<file path="config.mk">
export PLATFORM = sky130hd
export DESIGN_NAME = lwbc_stats
export DESIGN_NICKNAME = d
export VERILOG_FILES = /design/src/hw/rtl/lwbc_pkg.sv /design/src/hw/rtl/lwbc_stats.sv
export SDC_FILE = /design/constraint.sdc
export NUM_CORES = 1
export LEC_CHECK = 0
export CORE_MARGIN = 5
export CORE_UTILIZATION = 45
export CTS_BUF_LIST = sky130_fd_sc_hd__clkbuf_4
export CTS_CLUSTER_SIZE = 8
export DETAILED_ROUTE_END_ITERATION = 8
export DONT_BUFFER_PORTS = 1
export PLACE_DENSITY = 0.66
export SETUP_SLACK_MARGIN = 0.15
export SYNTH_ARGS = -nofsm -noshare
export SYNTH_HDL_FRONTEND = slang
export SYNTH_SLANG_ARGS = --single-unit
</file>
<file path="constraint.sdc">
create_clock -name clk -period 3.25 [get_ports clk]
set_clock_uncertainty 0.05 [all_clocks]
set_input_delay 0.8125 -clock clk [delete_from_list [all_inputs] [get_ports clk]]
set_output_delay 0.8125 -clock clk [all_outputs]
set_load 0.01 [all_outputs]
</file>
<file path="src/hw/rtl/lwbc_pkg.sv">
// shared types and constants for the lru write-back cache model
// no dependencies

package lwbc_pkg;

    localparam int WAYS        = 4;
    localparam int SETS        = 16;
    localparam int OFFSET_BITS = 5;
    localparam int ADDR_WIDTH  = 20;

    localparam int WAY_W      = (WAYS > 1) ? $clog2(WAYS) : 1;
    localparam int AGE_W      = WAY_W;
    localparam int SET_W      = (SETS > 1) ? $clog2(SETS) : 1;
    localparam int INDEX_BITS = $clog2(SETS + 1) - 1;
    localparam int TAG_W      = ADDR_WIDTH - OFFSET_BITS - INDEX_BITS;

    localparam int BITS_W     = 7;
    localparam int CYC_OUT_W  = 9;
    localparam int CYC_W      = 10;
    localparam int CNT_W      = 32;
    localparam int TIME_W     = 40;

    localparam logic [CYC_W-1:0] READ_HIT_BASE   = CYC_W'(7);
    localparam logic [CYC_W-1:0] WRITE_HIT_COST  = CYC_W'(8);
    localparam logic [CYC_W-1:0] READ_MISS_BASE  = CYC_W'(5);
    localparam logic [CYC_W-1:0] WRITE_MISS_BASE = CYC_W'(6);
    localparam logic [CYC_W-1:0] FILL_COST       = CYC_W'(101 + (2 ** OFFSET_BITS) / 2);
    localparam logic [CYC_W-1:0] WRITEBACK_COST  = CYC_W'(102);
    localparam logic [CYC_W-1:0] DATA_ROUND      = CYC_W'(15);
    localparam int               DATA_SHIFT      = 4;
    localparam logic [CYC_W-1:0] CYC_MAX         = CYC_W'(2 ** CYC_OUT_W - 1);

    localparam logic OP_READ  = 1'b0;
    localparam logic OP_WRITE = 1'b1;

    typedef struct packed {
        logic [TAG_W-1:0] tag;
        logic             valid;
        logic             dirty;
        logic [AGE_W-1:0] age;
    } way_entry_t;

    typedef way_entry_t [WAYS-1:0] set_row_t;

    localparam int ROW_W = $bits(set_row_t);

    // summary of one finished access for the statistics unit
    typedef struct packed {
        logic              hit;
        logic              wb;
        logic              is_write;
        logic [BITS_W-1:0] bits;
    } acc_info_t;

endpackage

</file>
<file path="src/hw/rtl/lwbc_stats.sv">
// access cost calculation and saturating hit, miss and time counters
// depends on lwbc_pkg

module lwbc_stats
    import lwbc_pkg::*;
(
    input  logic                 clk,
    input  logic                 rst_n,
    input  logic                 commit,
    input  acc_info_t            info,
    output logic [CYC_OUT_W-1:0] access_cycles,
    output logic [CNT_W-1:0]     hit_total,
    output logic [CNT_W-1:0]     miss_total,
    output logic [TIME_W-1:0]    time_total
);

    logic [CYC_OUT_W-1:0] cyc_reg, cyc_next;
    logic [CNT_W-1:0]     hit_cnt_reg, hit_cnt_next;
    logic [CNT_W-1:0]     miss_cnt_reg, miss_cnt_next;
    logic [TIME_W-1:0]    time_reg, time_next;

    logic [CYC_W-1:0]     data_cyc;
    logic [CYC_W-1:0]     cyc_raw;
    logic [CYC_OUT_W-1:0] cyc_sat;
    logic [TIME_W:0]      time_sum;

    always_comb
    begin
        data_cyc = (CYC_W'(info.bits) + DATA_ROUND) >> DATA_SHIFT;
        if (info.hit)
        begin
            cyc_raw = (info.is_write == OP_WRITE) ? WRITE_HIT_COST : READ_HIT_BASE + data_cyc;
        end
        else
        begin
            cyc_raw = ((info.is_write == OP_WRITE) ? WRITE_MISS_BASE
                                                   : READ_MISS_BASE + data_cyc)
                      + FILL_COST + (info.wb ? WRITEBACK_COST : '0);
        end
        cyc_sat  = (cyc_raw > CYC_MAX) ? CYC_MAX[CYC_OUT_W-1:0] : cyc_raw[CYC_OUT_W-1:0];
        time_sum = {1'b0, time_reg} + (TIME_W + 1)'(cyc_sat);

        cyc_next      = cyc_reg;
        hit_cnt_next  = hit_cnt_reg;
        miss_cnt_next = miss_cnt_reg;
        time_next     = time_reg;
        if (commit)
        begin
            cyc_next  = cyc_sat;
            time_next = time_sum[TIME_W] ? '1 : time_sum[TIME_W-1:0];
            if (info.hit)
            begin
                if (hit_cnt_reg != '1)
                begin
                    hit_cnt_next = hit_cnt_reg + 1'b1;
                end
            end
            else if (miss_cnt_reg != '1)
            begin
                miss_cnt_next = miss_cnt_reg + 1'b1;
            end
        end
    end

    always_ff @(posedge clk or negedge rst_n)
    begin
        if (!rst_n)
        begin
            cyc_reg      <= '0;
            hit_cnt_reg  <= '0;
            miss_cnt_reg <= '0;
            time_reg     <= '0;
        end
        else
        begin
            cyc_reg      <= cyc_next;
            hit_cnt_reg  <= hit_cnt_next;
            miss_cnt_reg <= miss_cnt_next;
            time_reg     <= time_next;
        end
    end

    assign access_cycles = cyc_reg;
    assign hit_total     = hit_cnt_reg;
    assign miss_total    = miss_cnt_reg;
    assign time_total    = time_reg;

endmodule

</file>
==> summary.txt, run 1 <==
vias after detailed routing: 4830
hpwl dp: 10.5 mm
RSZ-0062 raised after global routing: yes
main area contributors after synthesis: dfrtp_1, xnor2_1, xor2_1, nand2_1, ha_1
synth warn: 0
max_cap viols: 0
die area: 16000 sq um
area of the core: 13300 sq um
cell count after synthesis: 608
DR pass1 iterations: 4
crit path launch type: input port
area grow syn2layout: 21.0%
die height: 126 um
HP Class: in2async
Avg Inst Size Synth: 10.0 sq um
Max Root-Sink Buffers: 2
syn_nets: 642
Die X: 126 um
minimum clock period: 4630 ps
largest net degree at the start of global routing: 114
Setup WS post-layout: -1380 ps
dpl ws: -2020 ps
Rows: 42
Root Buffer: clkbuf_4
CTS sink cnt: 113
routed len/inst: 17.7 um
Synth Register Bits: 113
failing checks: hold timing, setup timing
htree depth: 4
layout cells sized above 1: 23.1%
initial core utilization: 45.9%
CTS tree: yes
most common cell in the netlist: dfrtp_1
Routed Antenna Nets: 0
port bufs: 0
Final Hold Viols: 113
max-slew violation count: 0
Worst path slowest cell: or4_4
vias in the first global route: 4891
CP max stage delay: 550 ps
first-pass GRT wire length: 24.8 mm
gr usage total: 19.1%
maximum VDD drop: 0.509 mV
initial antenna violation count: 1
RePlAce Congestion: 0.892
total power: 4000 uW
Worst Path Required: 3630 ps
Nets: 711
Worst slew margin: 50.9%
total routed wirelength: 15.3 mm
Final setup viols: 43
Final Cycle Share: 142%
I/O pins: 126
crit path cell chain: or4_4, or2_4, nand2_4, ha_4, nor2_4, inv_2, ha_4, ha_4, inv_2, fa_2, inv_2, a21oi_2, o21bai_1, xnor2_1, nor2_1, ha_1, and3_4, a221oi_4, a2111oi_4, buf_6, nand4_1, mux2_4
status: finished with violations
slew at the pin with the worst max-slew slack: 730 ps
Worst-path clk slew: 110 ps
Worst EP arrival: 5010 ps
PD cells: 542 nW/um^2
Top FF cell, synth: dfrtp_1
area fraction of the dominant cell type after synthesis: 46.3%
CP max FO: 6
post-synthesis cell area: 6110 sq um
library cells used by synthesis: 58
number of synthesized flops with an enable pin: 0
DRC Markers: 0
DR iter-0 viols: 309
commonest cells in the netlist: dfrtp_1, nand2_1, xnor2_1
crit end category: flop
global route overflow: 0
sequential area share after synthesis: 46.3%
ys async rst share: 100%
Hold Slack: -98.9 ps
leading area contributor after synthesis: dfrtp_1
worst skew pair latency: 550 ps
CTS Buf Count: 17
Max Freq: 216 MHz
WS Path Type: in2reg
leakage: 0.00334 uW
Vias/cell: 5.58
[where the power goes]
group | internal [uW] | switching [uW]
registers | 1570 | 321
clock network | 367 | 568
logic | 659 | 521
[placed cells by master (no fill, tap or decap), types with 13 or more instances in the layout]
cell type	instances
and3_1	19
nor2_1	39
nand2_1	63
clkbuf_4	17
ha_1	13
a21oi_1	14
xor2_1	34
nand4_1	31
buf_4	47
and2_1	13
xnor2_1	57
inv_1	15
nand3_1	37
dfrtp_1	113
[routing by layer]
metal | GRT usage [%] | share of wire (%) | vias to the layer above
met5 | 0 | 0 | -
met4 | 8.96 | 2.0 | 0
met3 | 7.27 | 8.0 | 26
met2 | 30.0 | 48 | 135
met1 | 23.2 | 42 | 2373
li1 | - | - | 2296
[layout make-up]
class | count | area [sq um]
timing repair buffer | 62 | 556
multi-input combinational | 464 | 3460
clock buffer | 17 | 128
sequential | 113 | 2830
clock inverter | 14 | 120
antenna | 1 | 2.50
inverter | 19 | 71.3
fill | 1150 | 5910
tap | 176 | 220
[sequential cells by signal, indices dropped and copies added (netlist names)]
signal and count:
miss_total 32, access_cycles 9, time_total 40, hit_total 32
[path summary, 6_finish.rpt]
kind / cells past startpoint / start / slack, ps / to
worst max-delay path: 22 / info[3] / -1380 / time_total[28]
worst min register to register: 1 / miss_total[13] / 510 / miss_total[13]
min in group clk: 1 / commit / 310 / access_cycles[1]
worst min-delay path: 0 / rst_n / -100 / time_total[9]
worst max register to register: 10 / time_total[0] / 510 / time_total[28]
max in group asynchronous: 0 / rst_n / 3080 / miss_total[20]
[stage by stage]
stage,instances,area (sq um),util [%],TNS (ps)
2_1_floorplan,608,6200,-,-71730
3_3_place_gp,812,6670,50.2,-77750
3_5_place_dp,812,6670,50.2,-80980
4_1_cts,858,7140,53.7,-47860
5_1_grt,866,7390,55.6,-55580
6_report,866,7390,55.6,-52710
[cells by family after synthesis]
family          after synthesis  share of synthesized area, %
simple gates                264                          22.5
other cells                   2                         0.123
mux                          15                          2.73
flops                       113                          46.3
compound gates               68                          8.26
fa+ha+maj                    21                          4.55
xor+xnor                     94                          13.5
buf+inv                      31                          2.05
[worst max-delay path, delay by kind of cell]
kind            cells  cell delay (ps)
fa+ha+maj           5             1290
mux                 1              320
xor+xnor            1              130
buf+inv             4              330
simple gates        7             1400
compound gates      4              720
[what timing repair did]
action / in CTS / in global routing
setup buffers: 14 / 5
endpoints found under the setup margin: 44 / 47
endpoints found under the hold margin: 113 / 113
pin swaps: 15 / 20
gates resized for setup: 25 / 34
gates cloned: 1 / 2
Power figures use the tool's default switching activity.
==> inputs of run 2 (changes only) <==
--- a/config.mk
+++ b/config.mk
@@ -5,13 +5,15 @@
 export SDC_FILE = /design/constraint.sdc
 export NUM_CORES = 1
 export LEC_CHECK = 0
+export CELL_PAD_IN_SITES_DETAIL_PLACEMENT = 0
+export CELL_PAD_IN_SITES_GLOBAL_PLACEMENT = 1
 export CORE_MARGIN = 5
 export CORE_UTILIZATION = 45
 export CTS_BUF_LIST = sky130_fd_sc_hd__clkbuf_4
 export CTS_CLUSTER_SIZE = 8
 export DETAILED_ROUTE_END_ITERATION = 8
 export DONT_BUFFER_PORTS = 1
-export PLACE_DENSITY = 0.66
+export PLACE_DENSITY = 0.8
 export SETUP_SLACK_MARGIN = 0.15
 export SYNTH_ARGS = -nofsm -noshare
 export SYNTH_HDL_FRONTEND = slang
==> constraint.sdc (replaced) <==
create_clock -name clk -period 5.79 [get_ports clk]
set_clock_uncertainty 0.05 [all_clocks]
set_input_delay 1.4475 -clock clk [delete_from_list [all_inputs] [get_ports clk]]
set_output_delay 1.4475 -clock clk [all_outputs]
set_load 0.01 [all_outputs]
==> summary.txt, run 2 (synthesized netlist as in run 1, its figures left out) <==
status: complete, no violations
cts hold-fix bufs: 0
area grow syn2layout: 10.5%
crit path cell chain: or4_4, or2_4, nand2_1, ha_1, nor2_1, inv_1, ha_1, ha_2, inv_2, fa_2, inv_2, a21oi_2, o21bai_1, xnor2_1, nor2_1, ha_1, and3_4, a221oi_4, a2111oi_4, buf_6, nand4_1, mux2_1
CTS sink cnt: 113 (unchanged)
Routed Antenna Nets: 0 (unchanged)
Worst-path clk slew: 100 ps (about the same)
CP max FO: 11 (+5)
ANT cells: 0 (-1)
I/O pins: 126 (unchanged)
die area: 16000 sq um (unchanged)
filler cell count: 1233 (+7.2%)
initial antenna violation count: 0 (-1)
maximum VDD drop: 0.246 mV (-52%)
Nets: 674 (-5.2%)
leakage: 0.00309 uW (-7.6%)
layout cells sized above 1: 13.5% (-9.6 points)
Worst setup startpoint: info[3]
total routed wirelength: 14.6 mm (-4.9%)
first-pass GRT wire length: 24.3 mm (-1.8%)
hpwl dp: 10.7 mm (+1.9%)
Final Cycle Share: 93.1%
Worst Path Required: 6150 ps (+2520 ps)
Finished Layout Cells: 829 (-4.3%)
DR iter-0 viols: 302 (-2.3%)
max reg flops: 40 (unchanged)
Final setup viols: 0 (-100%)
crit end category: flop
max_cap viols: 0 (unchanged)
most common cell after layout, fill and taps aside: dfrtp_1
die height: 126 um (unchanged)
R2R Path Start: time_total[0]
setup TNS: 0 ps (+52710 ps)
largest net degree at the start of global routing: 114 (unchanged)
HP Class: reg2reg
Die X: 126 um (unchanged)
area of the core: 13300 sq um (unchanged)
vias after detailed routing: 4706 (-2.6%)
Vias/cell: 5.68 (+1.8%)
CTS Buf Count: 17 (unchanged)
Root Buffer: clkbuf_4
initial core utilization: 45.9% (unchanged)
DR pass1 iterations: 4 (unchanged)
routed len/inst: 17.6 um (-0.62%)
Max Freq: 186 MHz
Hold Startpoint: hit_total[15]
Final Hold Viols: 0 (-100%)
Worst EP arrival: 5750 ps (+740 ps)
CTS tree: yes
PD cells: 311 nW/um^2 (-43%)
htree depth: 4 (unchanged)
worst skew pair latency: 520 ps (-30 ps)
placed cells: 797 (-1.8%)
Rows: 42 (unchanged)
RePlAce Congestion: 0.854 (-4.3%)
RSZ-0062 raised after global routing: no
max-slew violation count: 0 (unchanged)
Worst path slowest cell: or4_4
vias in the first global route: 4701 (-3.9%)
DRC Markers: 0 (unchanged)
crit path launch type: input port
WS Path Type: in2reg
port bufs: 0 (unchanged)
most frequent cells in the layout: dfrtp_1, nand2_1, xnor2_1
most frequent CP cell: ha_1
global route overflow: 0 (unchanged)
slew at the pin with the worst max-slew slack: 835 ps (+105 ps)
Max Root-Sink Buffers: 2 (unchanged)
gr usage total: 18.5% (-0.60 points)
minimum clock period: 5390 ps
Worst slew margin: 43.9% (-7.0 points)
CP max stage delay: 520 ps (-30 ps)
run 2: worst max-delay path, delay by kind of cell:
kind | cells | cell delay [ps]
AO/OA/AOI/OAI | 4 | 700
XOR/XNOR | 1 | 130
adder cells (fa/ha/maj) | 5 | 1390
buffers and inverters | 4 | 360
multiplexers | 1 | 330
AND/OR/NAND/NOR | 7 | 1360
run 2: metal layers:
| metal | routed length, um | global-route usage [%] | share of wire (%) | vias to the layer above |
|---|---|---|---|---|
| met3 | 1050 | 7.19 | 7.2 | 26 |
| met4 | 327 | 7.76 | 2.2 | 0 |
| met1 | 6360 | 23.3 | 44 | 2353 |
| met5 | 0 | 0 | 0 | - |
| li1 | - | - | - | 2213 |
| met2 | 6820 | 28.5 | 47 | 114 |
run 2: layout make-up:
class / count / area, sq um / area share, %
multi-input combinational: 464 / 3180 / 47.1
sequential: 113 / 2830 / 41.9
tap: 176 / 220 / 3.26
timing repair buffer: 25 / 204 / 3.02
clock buffer: 20 / 150 / 2.22
clock inverter: 12 / 93.8 / 1.39
inverter: 19 / 71.3 / 1.06
run 2: timing repair:
| item | in CTS | in global routing |
|---|---|---|
| gates resized for setup | 0 | 1 |
| endpoints found under the setup margin | 0 | 2 |
| buffers inserted | 0 | 0 |
run 2: through the flow:
step	utilization (%)	total power, uW	hold WS, ps	cell area (sq um)	setup WS [ps]
floorplan	-	1420	466	6140	59.8
global placement	48.9	1580	495	6500	-54.1
detailed placement	48.9	1600	501	6500	-162
CTS	50.7	2130	507	6750	407
global route	50.8	2250	492	6750	168
finish	50.8	2100	506	6750	400
run 2: worst paths after layout:
kind	endpoint	slack [ps]	depth (start not counted)
setup / recovery	time_total[28]	400	22
hold / removal	hit_total[15]	510	1
setup reg to reg	time_total[28]	3060	10
hold reg to reg	hit_total[15]	510	1
max in group asynchronous	access_cycles[7]	4950	0
min in group asynchronous	time_total[32]	560	0
run 2: report_power, final:
part	internal [uW]	switching, uW
clock	220	296
sequential	880	177
combinational	272	255
